**config.mk**
```make
export PLATFORM = sky130hd
export DESIGN_NAME = tss_div
export DESIGN_NICKNAME = d
export VERILOG_FILES = /design/src/rtl/tss_pkg.sv /design/src/rtl/tss_div.sv
export SDC_FILE = /design/constraint.sdc
export NUM_CORES = 1
export LEC_CHECK = 0
export BUFFER_PORTS_ARGS = -buffer_cell sky130_fd_sc_hd__buf_2
export CAP_MARGIN = 0
export CORE_MARGIN = 3
export CORE_UTILIZATION = 42
export CTS_BUF_LIST = sky130_fd_sc_hd__clkbuf_2 sky130_fd_sc_hd__clkbuf_4 sky130_fd_sc_hd__clkbuf_8
export DETAILED_ROUTE_END_ITERATION = 8
export PLACE_DENSITY = 0.64
export RECOVER_POWER = 50
export SYNTH_ARGS = -nofsm -noshare
export SYNTH_HDL_FRONTEND = slang
export SYNTH_SLANG_ARGS = --single-unit
```
**constraint.sdc**
```tcl
create_clock -name clock -period 3.2 [get_ports clock]
set_input_delay 0.16 -clock clock [delete_from_list [all_inputs] [get_ports clock]]
set_output_delay 0.16 -clock clock [all_outputs]
set_load 0.05 [all_outputs]
```
**src/rtl/tss_pkg.sv**
```systemverilog
`timescale 1ns / 1ps
package tss_pkg;

   localparam int CW = 16;        // coordinate width
   localparam int DW = CW + 1;    // width of a coordinate difference
   localparam int PW = 2 * DW;    // width of an edge product
   localparam int QW = DW;        // quotient bits, one divider stage each

   typedef struct packed {
      logic signed [CW-1:0] vert_a_x;
      logic signed [CW-1:0] vert_a_y;
      logic signed [CW-1:0] vert_b_x;
      logic signed [CW-1:0] vert_b_y;
      logic signed [CW-1:0] vert_c_x;
      logic signed [CW-1:0] vert_c_y;
      logic signed [CW-1:0] row;
      logic [31:0]          fill_color;
   } tss_req_type;

   typedef struct packed {
      logic                 span_valid;
      logic signed [CW-1:0] span_left;
      logic signed [CW-1:0] span_right;
      logic [31:0]          span_color;
   } tss_rsp_type;

   // One edge evaluation: xs + (dx * dt) / dy, with dy never negative and zero only on rows outside the triangle.
   typedef struct packed {
      logic signed [DW-1:0] dx;
      logic signed [DW-1:0] dt;
      logic [DW-1:0]        dy;
      logic signed [CW-1:0] xs;
   } tss_edge_type;

   typedef struct packed {
      logic                 span_valid;
      logic                 flat;
      logic signed [CW-1:0] flat_min;
      logic signed [CW-1:0] flat_max;
      logic signed [CW-1:0] xs_a;
      logic signed [CW-1:0] xs_b;
      logic [31:0]          color;
   } tss_side_type;

endpackage

```
**src/rtl/tss_div.sv**
```systemverilog
`timescale 1ns / 1ps
module tss_div (
   input  logic                          clock,
   input  logic                          advance,
   input  logic signed [tss_pkg::PW-1:0] dividend,
   input  logic [tss_pkg::DW-1:0]        divisor,
   output logic signed [tss_pkg::DW-1:0] quotient
);
   import tss_pkg::*;

   logic [PW-1:0] mag;
   logic [DW-1:0] rem_ff [QW+1];
   logic [QW-1:0] low_ff [QW+1];
   logic [DW-1:0] dvs_ff [QW+1];
   logic          neg_ff [QW+1];
   logic [DW-1:0] rem_in [QW];
   logic [QW-1:0] low_in [QW];
   logic [DW:0]   trial  [QW];
   logic [DW:0]   diff   [QW];

   assign mag = dividend[PW-1] ? PW'(-dividend) : PW'(dividend);

   // On rows inside the triangle the quotient fits in QW bits, so the high part of the
   // magnitude is already below the divisor and only the low QW bits need a step.
   always_comb begin
      for (int i = 0; i < QW; i++) begin
         trial[i]  = {rem_ff[i], low_ff[i][QW-1]};
         diff[i]   = trial[i] - {1'b0, dvs_ff[i]};
         if (trial[i] >= {1'b0, dvs_ff[i]}) begin
            rem_in[i] = diff[i][DW-1:0];
            low_in[i] = {low_ff[i][QW-2:0], 1'b1};
         end else begin
            rem_in[i] = trial[i][DW-1:0];
            low_in[i] = {low_ff[i][QW-2:0], 1'b0};
         end
      end
   end

   always_ff @(posedge clock) begin
      if (advance) begin
         rem_ff[0] <= mag[PW-1:QW];
         low_ff[0] <= mag[QW-1:0];
         dvs_ff[0] <= divisor;
         neg_ff[0] <= dividend[PW-1];
         for (int i = 0; i < QW; i++) begin
            rem_ff[i+1] <= rem_in[i];
            low_ff[i+1] <= low_in[i];
            dvs_ff[i+1] <= dvs_ff[i];
            neg_ff[i+1] <= neg_ff[i];
         end
      end
   end

   assign quotient = neg_ff[QW] ? DW'(-low_ff[QW]) : DW'(low_ff[QW]);

endmodule

```
Word-level counts from Yosys, hierarchy flattened

Memory sizes are Yosys's and may differ from the RTL's.
Index checks and enable logic that the tools add are counted.
Widths: inputs -> output; s select.

Mux-type cells: 38
Add/subtract/negate cells: 19
Magnitude comparators: 17

Operators by type and width:

| kind           | count |
|---|---|
| $ge 18x17->1   | 17 |
| $mux 17        | 18 |
| $sub 17x17->17 | 17 |
| $mux 34        | 1 |
| $neg 34->34    | 1 |
| $mux 1         | 19 |
| $neg 17->17    | 1 |

Output and inout port bits: 17
RAM bits: 936
Input port bits: 53
Logic and storage cells: 78
Memories kept: 4
Bits in registers: 0

Memories:

| memory | words | bits a word | read ports | clocked after Yosys merged registers in | wr ports | RTL line      | text |
|---|---|---|---|---|---|---|---|
| dvs_ff | 18    | 17          | 17         | 0                                       | 18       | tss_div.sv:14 | `logic [DW-1:0] dvs_ff [QW+1];` |
| low_ff | 18    | 17          | 18         | 0                                       | 18       | tss_div.sv:13 | `logic [QW-1:0] low_ff [QW+1];` |
| rem_ff | 18    | 17          | 17         | 0                                       | 18       | tss_div.sv:12 | `logic [DW-1:0] rem_ff [QW+1];` |
| neg_ff | 18    | 1           | 18         | 0                                       | 18       | tss_div.sv:15 | `logic neg_ff [QW+1];` |

Logic depth before layout (Yosys ltp)

Depth after elaboration: 2
Mapped depth: 13
Depth with buffers taken out: 12

Worst setup path before layout

OpenSTA, ideal clock, no wires.

Path kind: register to register
Start point: memory low_ff[9][16] (netlist bit)
End point: memory rem_ff[10][10] (netlist bit) (data pin)
Data required time: 2.938 ns
Stages on the path, launching flop included: 12
Arrival: 3.201 ns
Setup slack: -0.263 ns
Setup time: 0.262 ns
Period minus slack after synthesis: 3.463 ns
Path buffers: 1
Path through: edfxtp_1 inv_1 ha_1 inv_1 fa_1 a21o_1 a221o_1 a211o_1 o2111a_1 a2111oi_4 buf_6 mux2_1

RTL lines:

| item            | RTL line |
|---|---|
| start, declared | tss_div.sv:13 |
| end, declared   | tss_div.sv:12 |

==> results by group <==
Run status
  • Outcome: finished with violations
  • Failing checks: capacitance limit, slew limit

Clocking
  • Sink Count: ~900
  • CTS clk-pin slew, worst paths: approximately 60 ps
  • CTS tree: done
  • CTS buffer count: between 100 and 150
  • CTS Buffer Depth: 3
  • Root Buffer: clkbuf_8
  • Worst skew pair latency: about 800 ps
  • Htree depth: 4

Logic synthesis
  • Synth Instances: around 3,600
  • Post-synth EDFFs: approximately 900
  • Post-Syn Area: roughly 0.046 mm2
  • Synth top area share: 0.5953
  • Seq/Total Area, Yosys: 0.5953
  • Synth area leader: edfxtp_1
  • Post-Syn Nets: ~4,000
  • Ys flop type: edfxtp_1
  • YS warnings: 0
  • Synth cell types: 72
  • Async SR Flop Fraction: 0
  • Synth area leaders: edfxtp_1, ha_1, inv_1
  • Avg Cell Area, Syn: between 10 and 15 um2
  • #FFs+latches synth: between 900 and 1,000

Floorplan
  • Starting density of the core: 0.4239
  • IO Pins: 70
  • Die ar.: 0.1123 mm2
  • Die extent in x: 335.2 um
  • Site Rows: 120
  • Core area: about 0.11 mm2
  • Die Y: 335.2 um

Global route
  • First-pass GRT wire length: about 150 mm
  • Largest net degree at the start of global routing: approximately 140
  • Via count of the first global-routing pass: between 20,000 and 30,000
  • Antenna violations before repair: 1
  • GR Overflow Total: 0
  • Gr usage total: 0.1663

Job
  • Max Cap Viol: 2

Routing
  • First drt pass iteration count: 5
  • Routed vias/inst: approximately 5.2
  • Vias: between 20,000 and 30,000
  • 1st-iter DRT viols: roughly 1,900
  • WL per Instance: 17.25 um
  • ANT nets after route: 0
  • Drt total wl: ~95 mm
  • # DRC: 0

Placement
  • Final HPWL DP: 67.42 mm
  • Placed Area: 0.04852 mm2
  • IO buf count: between 60 and 70
  • Gpl congestion: approximately 0.87

Finish
  • Filler cells: roughly 9,400
  • Most common cell after layout, fill and taps aside: edfxtp_1
  • Area grow syn2layout: 16.30%
  • Most frequent cells in the layout: edfxtp_1, inv_1, ha_1
  • Post-layout util: 0.4929
  • Nets: ~4,400
  • Layout cells sized above 1: 0.1572
  • Design area: 0.05292 mm2

Power
  • Worst VDD drop: approximately 0.43 mV
  • Leakage power: roughly 21 nW
  • PD cells: around 920 mW/mm2

Timing
  • Max Slew Vio Count: 58
  • Final Skew: ~34 ps
  • Final hold vios: 0
  • Worst-Margin Slew: 2038 ps
  • Fmax: approximately 310 MHz
  • Relative slew slack: -0.3584
  • Period minus WS final: about 3200 ps
  • Fraction of the cycle the final worst path needs: 0.9925
  • # setup viols final: 0
  • RSZ-0062 raised after global routing: yes

Worst setup path
  • Buffers and inverters on the worst path: 4
  • CP Data Required Time: around 3700 ps
  • Crit path max fanout: 5
  • Crit path DAT: 3710 ps
  • Critical path type: register to register
  • Top Family by Delay on Critical Path: compound AO/OA/AOI/OAI gates
  • Crit-path most repeated cell: inv_2
  • Crit. End Element: register
  • Slowest CP cell: edfxtp_1
  • CP Cell Sequence: inv_2 > ha_4 > inv_2 > fa_2 > a21o_1 > a221o_1 > a211o_1 > o2111a_1 > a2111oi_4 > buf_6 > clkbuf_16 > mux2_4
  • Startpoint Class: register
  • Largest stage delay on the critical path: approximately 370 ps

Worst hold path
  • Hold crit path type: input port to register
==> Yosys cell counts (22+ instances only) <==
library cell  count
nand2b_1         29
o21bai_1         29
nand2_1         216
o21a_1           35
xnor2_1         148
nor2b_1          33
mux2_2          113
nor3_1           42
edfxtp_1        902
o21ai_0         184
inv_1           391
xor2_1           93
o211ai_1         22
o31ai_1          28
nand4_1          52
ha_1            291
a21o_1          124
a31oi_1          40
a21oi_1         225
nor2_1          162
nand3_1          48
clkbuf_1         52
a211oi_1         30
==> final cells by class <==
| class | instances | area, um2 | area share |
|---|---|---|---|
| clock buffers | 198 | 2419 | 0.04570 |
| flip-flops and latches | 902 | 27090 | 0.5118 |
| multi-input cells | 2257 | 17140 | 0.3239 |
| repair buffers | 297 | 2532 | 0.04785 |
| diodes | 1 | 2.502 | 0.00004729 |
| inverters | 391 | 1468 | 0.02773 |
| clock inverters | 65 | 516.7 | 0.009765 |
| well taps | 1403 | 1755 | 0.03317 |
==> registers in the layout, indices dropped and copies added (netlist names) <==
signal / count
neg_ff: 18
low_ff: 306
rem_ff: 289
dvs_ff: 289
==> power breakdown <==
part / internal (mW) / switching, mW
logic: 9.75 / 11.0
registers: 16.7 / 1.48
clock network: 5.38 / 4.61
==> stage by stage <==
stage / TNS [ps] / power [mW] / worst slack [ps] / std cells / hold WS [ps]
floorplan: -556.5 / 32.10 / -79.50 / 3615 / 258.9
detailed placement: -1770 / 37.74 / -118.0 / 5137 / 338.1
CTS: -30.47 / 48.22 / -30.47 / 5492 / 5.891
global route: -1544 / 52.33 / -73.38 / 5514 / 41.71
global placement: -956.2 / 37.44 / -84.93 / 5137 / 336.9
finish: 0 / 48.92 / 24.12 / 5514 / 101.8
==> repair_timing <==
action / CTS / global route
setup endpoints to repair: 35 / 202
hold buffers: 89 / 0
cloned: 0 / 7
hold endpoints to repair: 269 / 0
pin swaps: 1 / 20
gates resized for setup: 13 / 92
buffers inserted: 3 / 14
==> logic make-up after synthesis <==
| logic type | count (synthesis) | share of synthesized area |
|---|---|---|
| AND/OR/NAND/NOR | 704 | 0.07501 |
| XOR/XNOR | 241 | 0.04639 |
| multiplexers | 136 | 0.03322 |
| flip-flops | 902 | 0.5953 |
| buffers and inverters | 457 | 0.03822 |
| AO/OA/AOI/OAI | 868 | 0.1248 |
| adder cells (fa/ha/maj) | 307 | 0.08706 |
==> path summary, 6_finish.rpt <==
kind / start / end / slack, ps / cells past startpoint
hold reg to reg: low_ff[13][13] / low_ff[14][14] / 400 / 0
setup reg to reg: low_ff[9][16] / rem_ff[10][12] / 20 / 12
setup / recovery: low_ff[9][16] / rem_ff[10][12] / 20 / 12
hold / removal: divisor[8] / dvs_ff[0][8] / 100 / 2
==> per-layer routing <==
metal	GRT usage	vias to the layer above	routed length [um]
met5	0	-	0
met4	0.07148	0	3031
met3	0.03088	179	4122
met2	0.2767	618	45660
met1	0.2129	13779	42280
li1	-	14295	-
(Power assumes the default switching activity.)
