### config.mk
export PLATFORM = sky130hd
export DESIGN_NAME = tss_setup
export DESIGN_NICKNAME = d
export VERILOG_FILES = /design/src/rtl/tss_pkg.sv /design/src/rtl/tss_setup.sv
export SDC_FILE = /design/constraint.sdc
export NUM_CORES = 1
export LEC_CHECK = 0
export BUFFER_PORTS_ARGS = -buffer_cell sky130_fd_sc_hd__buf_2
export CAP_MARGIN = 40
export CORE_AREA = 2 2 278 280
export DETAILED_ROUTE_END_ITERATION = 10
export DIE_AREA = 0 0 280 282
export PLACE_DENSITY_LB_ADDON = 0.05
export RECOVER_POWER = 25
export SLEW_MARGIN = 20
export SYNTH_ARGS = -nofsm -noshare
export SYNTH_HDL_FRONTEND = slang
export SYNTH_SLANG_ARGS = --single-unit
### constraint.sdc
create_clock -name clock -period 9.6 [get_ports clock]
set_clock_uncertainty 0.1 [all_clocks]
set_input_delay 0.96 -clock clock [delete_from_list [all_inputs] [get_ports clock]]
set_output_delay 0.96 -clock clock [all_outputs]
set_load 0.005 [all_outputs]
### src/rtl/tss_pkg.sv
`timescale 1ns / 1ps
package tss_pkg;

   localparam int CW = 16;        // coordinate width
   localparam int DW = CW + 1;    // width of a coordinate difference
   localparam int PW = 2 * DW;    // width of an edge product
   localparam int QW = DW;        // quotient bits, one divider stage each

   typedef struct packed {
      logic signed [CW-1:0] vert_a_x;
      logic signed [CW-1:0] vert_a_y;
      logic signed [CW-1:0] vert_b_x;
      logic signed [CW-1:0] vert_b_y;
      logic signed [CW-1:0] vert_c_x;
      logic signed [CW-1:0] vert_c_y;
      logic signed [CW-1:0] row;
      logic [31:0]          fill_color;
   } tss_req_type;

   typedef struct packed {
      logic                 span_valid;
      logic signed [CW-1:0] span_left;
      logic signed [CW-1:0] span_right;
      logic [31:0]          span_color;
   } tss_rsp_type;

   // One edge evaluation: xs + (dx * dt) / dy, with dy never negative and zero only on rows outside the triangle.
   typedef struct packed {
      logic signed [DW-1:0] dx;
      logic signed [DW-1:0] dt;
      logic [DW-1:0]        dy;
      logic signed [CW-1:0] xs;
   } tss_edge_type;

   typedef struct packed {
      logic                 span_valid;
      logic                 flat;
      logic signed [CW-1:0] flat_min;
      logic signed [CW-1:0] flat_max;
      logic signed [CW-1:0] xs_a;
      logic signed [CW-1:0] xs_b;
      logic [31:0]          color;
   } tss_side_type;

endpackage

### src/rtl/tss_setup.sv
`timescale 1ns / 1ps
module tss_setup (
   input  logic                  clock,
   input  logic                  reset,
   input  logic                  advance,
   input  logic                  in_valid,
   input  tss_pkg::tss_req_type  in_data,
   output logic                  out_valid,
   output tss_pkg::tss_edge_type out_edge_a,
   output tss_pkg::tss_edge_type out_edge_b,
   output tss_pkg::tss_side_type out_side
);
   import tss_pkg::*;

   logic signed [CW-1:0] sx [3];
   logic signed [CW-1:0] sy [3];
   logic signed [CW-1:0] tx;
   logic signed [CW-1:0] ty;

   logic signed [CW-1:0] x_ff [3];
   logic signed [CW-1:0] y_ff [3];
   logic signed [CW-1:0] row_ff;
   logic [31:0]          color_ff;
   logic                 v1_ff;

   tss_edge_type edge_a_in, edge_a_ff;
   tss_edge_type edge_b_in, edge_b_ff;
   tss_side_type side_in, side_ff;
   logic         v2_ff;

   logic signed [DW-1:0] ex [3];
   logic signed [DW-1:0] ey [3];
   logic signed [DW-1:0] er;
   logic signed [DW-1:0] dy_b;
   logic signed [CW-1:0] mn;
   logic signed [CW-1:0] mx;
   logic                 flat;

   // Three compare-exchange steps; equal rows keep their input order.
   always_comb begin
      tx    = '0;
      ty    = '0;
      sx[0] = in_data.vert_a_x;
      sy[0] = in_data.vert_a_y;
      sx[1] = in_data.vert_b_x;
      sy[1] = in_data.vert_b_y;
      sx[2] = in_data.vert_c_x;
      sy[2] = in_data.vert_c_y;
      if (sy[0] > sy[1]) begin
         tx = sx[0]; sx[0] = sx[1]; sx[1] = tx;
         ty = sy[0]; sy[0] = sy[1]; sy[1] = ty;
      end
      if (sy[1] > sy[2]) begin
         tx = sx[1]; sx[1] = sx[2]; sx[2] = tx;
         ty = sy[1]; sy[1] = sy[2]; sy[2] = ty;
      end
      if (sy[0] > sy[1]) begin
         tx = sx[0]; sx[0] = sx[1]; sx[1] = tx;
         ty = sy[0]; sy[0] = sy[1]; sy[1] = ty;
      end
   end

   always_ff @(posedge clock) begin
      if (reset) begin
         v1_ff <= 1'b0;
      end else if (advance) begin
         v1_ff <= in_valid;
      end
      if (advance) begin
         for (int i = 0; i < 3; i++) begin
            x_ff[i] <= sx[i];
            y_ff[i] <= sy[i];
         end
         row_ff   <= in_data.row;
         color_ff <= in_data.fill_color;
      end
   end

   always_comb begin
      for (int i = 0; i < 3; i++) begin
         ex[i] = {x_ff[i][CW-1], x_ff[i]};
         ey[i] = {y_ff[i][CW-1], y_ff[i]};
      end
      er   = {row_ff[CW-1], row_ff};
      flat = (y_ff[0] == y_ff[2]);

      mn = x_ff[0];
      mx = x_ff[0];
      if (x_ff[1] < mn) mn = x_ff[1];
      if (x_ff[2] < mn) mn = x_ff[2];
      if (x_ff[1] > mx) mx = x_ff[1];
      if (x_ff[2] > mx) mx = x_ff[2];

      // Long edge from top to bottom; a flat triangle never uses it.
      dy_b          = ey[2] - ey[0];
      edge_b_in.xs  = x_ff[0];
      edge_b_in.dt  = er - ey[0];
      edge_b_in.dx  = flat ? '0 : ex[2] - ex[0];
      edge_b_in.dy  = flat ? DW'(1) : dy_b;

      if (row_ff < y_ff[1]) begin
         edge_a_in.xs = x_ff[0];
         edge_a_in.dx = ex[1] - ex[0];
         edge_a_in.dy = ey[1] - ey[0];
         edge_a_in.dt = er - ey[0];
      end else if (y_ff[1] != y_ff[2]) begin
         edge_a_in.xs = x_ff[1];
         edge_a_in.dx = ex[2] - ex[1];
         edge_a_in.dy = ey[2] - ey[1];
         edge_a_in.dt = er - ey[1];
      end else begin
         // Middle and bottom rows equal: the short side sits at the middle column.
         edge_a_in.xs = x_ff[1];
         edge_a_in.dx = '0;
         edge_a_in.dy = DW'(1);
         edge_a_in.dt = '0;
      end

      side_in.flat       = flat;
      side_in.span_valid = flat ? (row_ff == y_ff[0])
                                : (row_ff >= y_ff[0]) && (row_ff <= y_ff[2]);
      side_in.flat_min   = mn;
      side_in.flat_max   = mx;
      side_in.xs_a       = edge_a_in.xs;
      side_in.xs_b       = edge_b_in.xs;
      side_in.color      = color_ff;
   end

   always_ff @(posedge clock) begin
      if (reset) begin
         v2_ff <= 1'b0;
      end else if (advance) begin
         v2_ff <= v1_ff;
      end
      if (advance) begin
         edge_a_ff <= edge_a_in;
         edge_b_ff <= edge_b_in;
         side_ff   <= side_in;
      end
   end

   assign out_valid  = v2_ff;
   assign out_edge_a = edge_a_ff;
   assign out_edge_b = edge_b_ff;
   assign out_side   = side_ff;

endmodule

# Word-level counts from Yosys, hierarchy flattened
# Memory sizes are Yosys's and may differ from the RTL's.
# Cells that the tools add are included.
# classes
add_sub_neg	8
n_lt_le_gt_ge	10
n_eq_ne	3
muxes	15
n_reduce_logical	1
# op_table
op	count
$mux 32	6
$sub 16x16->17	8
$mux 67	2
$gt 16x16->1	5
$mux 16	4
$lt 16x16->1	3
$eq 16x16->1	2
$ge 16x16->1	1
$le 16x16->1	1
$ne 16x16->1	1
$mux 1	3
$logic_and 1x1->1	1
# totals
ff_bits	250
ramBits	96
inputBits	148
output_inout_bits	233
wordCells	56
n_memories	2
# mem_list
memory	depth	width	read_ports	rd_clocked_by_memory_dff	write_ports	line	source
x_ff	3	16	3	0	3	tss_setup.sv:20	logic signed [CW-1:0] x_ff [3];
y_ff	3	16	3	0	3	tss_setup.sv:21	logic signed [CW-1:0] y_ff [3];

# Longest topological paths before layout
# logic_depth
depth_word	6
depth_mapped	30
ltp_nobuf	26

# Worst setup path before layout
# No wires, ideal clock.
# synth_path
path_type	input -> register
startpoint	input port in_data[95] in the netlist's numbering
endpoint	memory x_ff[1][7], in the netlist x_ff[0][23], data pin
setup_ns	0.258
arrival_ns	7.043
required_time_ns	9.242
slack_ns	2.199
path_stages	28
n_path_buf	6
path_cell_list	inv_1 > ha_1 > or3b_1 > a211oi_2 > nand2_1 > a311o_1 > nand3_2 > buf_6 > buf_12 > mux2_2 > ha_1 > nand4_1 > nor3_1 > a2111oi_2 > o211ai_1 > mux2_4 > buf_2 > buf_4 > mux2i_1 > ha_1 > a21oi_1 > nor2_1 > o31a_1 > o31ai_1 > clkbuf_1 > clkbuf_1 > or3b_2 > o221a_2
# synth_lines
item	line	source
from (decl)	tss_setup.sv:7	input tss_pkg::tss_req_type in_data,
to (decl)	tss_setup.sv:20	

==> metrics <==
Die Y=282 µm; Detailed Route Iter0 Violations=1047; fin area=between 0.02 and 0.03 mm²; fraction of registers with async set/reset=0%; Mapped Avg Cell Area=approximately 11 µm²; post-layout min period=7.67 ns; gr ovfl total=0; area growth from synthesis to layout=18.6%; Die Wd=280 µm; CTS tree=done; routability-driven placement congestion ratio=0.899; Netlist cell types=77; Ys Warns=0; I/O pin total=381; failing checks=max-capacitance violations, max-slew violations; Slowest cell on crit path=mux2_4; Initial Util=29.9%; H-Tree Depth=2; hpwl dp=60200 µm; CP peak stage delay=0.59 ns; Seq/Total Area, Yosys=45.8%; post-CTS setup buffer count=0; post_cts resized=0; slew margin rel.=-245%; IO buf count=380; Fmax achieved=0.130 GHz; total wire length=approximately 75000 µm; Mapped Cells=between 2000 and 2500; DIE AREA=0.0790 mm²; outcome=finished, violations left; Core Area=0.0757 mm²; post-route setup TNS=0 ns; Placed Area=0.0254 mm²; syn nets=around 2500; top flip-flop cell by instance count after synthesis=edfxtp_1; Antenna Nets Post-Route=0; Post-Syn Area=0.0226 mm²; final core utilization=roughly 35%; clk_lat worst skew=0.59 ns; crit-path most repeated cell=ha_1; vias per cell=5.05; CTS Sinks=346; critical path required time=9.84 ns; RSZ-0062 raised after global routing=false; worst setup path startpoint=in_data[95]; via count=approximately 17000; GRT Util Overall=~18%; initial antenna violation count=2; Least-Margin Pin Slew=5.17 ns; Cell Rows=101; Final #Nets=2828; Critical Path AT=7.90 ns; wire per inst=21.7 µm; vias in the first global route=17100; crit path max fanout=44; Worst-path clk slew=~0.06 ns; Post-route DRC=0; Yosys reg bits=346; share of layout cells above drive strength 1=22.5%; WL met3=between 4000 and 5000 µm; crit path kind=input port to flip-flop; Inserted Clock Buffers=43; Max VDD drop=0.147 mV; CTS max path bufs=3; EDFF count, synth=~340; worst hold path class=flip-flop to flip-flop; Reg-to-Reg Start=x_ff[0][1]; diodes inserted=0; max-cap violations=1; highest routed layer=met5; P_leak=0.0116 µW; fillers=7569; final total power=10100 µW; met1 wire length=approximately 38000 µm; Met2 Wirelength=~31000 µm; largest net degree at the start of global routing=98; Setup crit start kind=input port; first-pass GRT wire length=108000 µm; Setup crit end kind=flip-flop; DRT Pass-1 Iters=5; Setup-failing EPs final=0; most common cell after layout, fill and taps aside=buf_2; fin crit share=79.9%; CTS Hold Buffers Added=0; hold path startpoint=color_ff[9]; pwr/cell area=376 mW/mm²; root buffer cell=clkbuf_16; commonest non-fill, non-tap cells in the layout=376 x buf_2, 344 x edfxtp_1, 224 x ha_1, 174 x inv_1, 153 x a21oi_1; Max Slew Vio Count=a little under 100; final hold vios=0
state kept, by name (all words and copies together), names as in the netlist:
signal,count
out_side,82
out_edge_a,67
out_edge_b,51
x_ff,48
y_ff,48
color_ff,32
row_ff,16
out_valid,1
v1_ff,1
power by group:
group / internal, µW / switching [µW]
Clock: 936 / 663
Sequential: 2510 / 412
Combinational: 2290 / 3280
worst max-delay path: cells and delay by family:
kind | cells | cell delay [ns]
AOI/OAI and AO/OA | 10 | 2.16
adders and majority gates | 3 | 0.79
buffers and inverters | 4 | 0.70
muxes | 3 | 1.34
and+or+nand+nor | 7 | 1.92
stage by stage:
| stage | hold slack (ns) | cells | setup WS (ns) |
|---|---|---|---|
| floorplan | 0.300 | 2092 | 2.20 |
| global placement | 0.300 | 3375 | 1.22 |
| detailed placement | 0.305 | 3378 | 1.13 |
| CTS | 0.313 | 3455 | 1.74 |
| global route | 0.318 | 3458 | 1.34 |
| finish | 0.312 | 3458 | 1.93 |
per-layer routing:
metal	track usage, %	vias to the layer above
li1	-	8504
met1	27.8	8366
met2	26.8	514
met3	3.72	77
met4	4.69	2
met5	0	-
layout make-up:
type	count	area (µm²)	share of cell area (%)
inverter	174	653	2.43
sequential	346	10400	38.6
clock buffer	50	1100	4.11
clock inverter	27	274	1.02
multi-input combinational	1479	11100	41.3
timing repair buffer	404	2130	7.95
tap	978	1220	4.56
final timing paths:
kind,to,slack [ns],cells past startpoint
worst max register to register,out_side[84],3.73,20
worst max-delay path,x_ff[0][8],1.93,27
worst min register to register,out_side[9],0.31,0
worst min-delay path,out_side[9],0.31,0
synthesized netlist by cell type (all sizes together) (7+ instances only):
cell	instances	share of area, %
o31a	9	0.35
a31oi	11	0.30
a21o	36	1.2
nor3	50	1.2
xnor2	45	1.7
nor4	7	0.19
nand4	28	0.77
nor2	142	2.4
nand2	116	1.9
and3	17	0.47
buf	68	2.1
and2	8	0.22
clkbuf	25	0.41
o21ai	107	2.4
or2	7	0.19
o211ai	9	0.30
a211oi	15	0.52
o221a	33	1.6
a21oi	156	3.6
edfxtp	344	46
or3b	17	0.66
nand3b	7	0.23
fa	8	0.71
xor2	35	1.4
o41ai	8	0.31
ha	224	12
nand3	33	0.75
inv	174	2.9
mux2	21	1.1
or3	31	0.86
mux2i	118	5.2
o21a	36	1.2
o31ai	17	0.56
nand2b	27	0.75
nor2b	32	0.88
kinds of logic (layout without fill, tap and decap cells):
| group | count (synthesis) | after routing | share of synthesized area (%) |
|---|---|---|---|
| buffers and inverters | 267 | 655 | 5.37 |
| flip-flops | 346 | 346 | 45.8 |
| multiplexers | 139 | 139 | 6.29 |
| AO/OA/AOI/OAI | 489 | 489 | 14.3 |
| AND/OR/NAND/NOR | 539 | 539 | 12.0 |
| XOR/XNOR | 80 | 80 | 3.09 |
| adder cells (fa/ha/maj) | 232 | 232 | 13.1 |
Power figures use the tool's default switching activity.
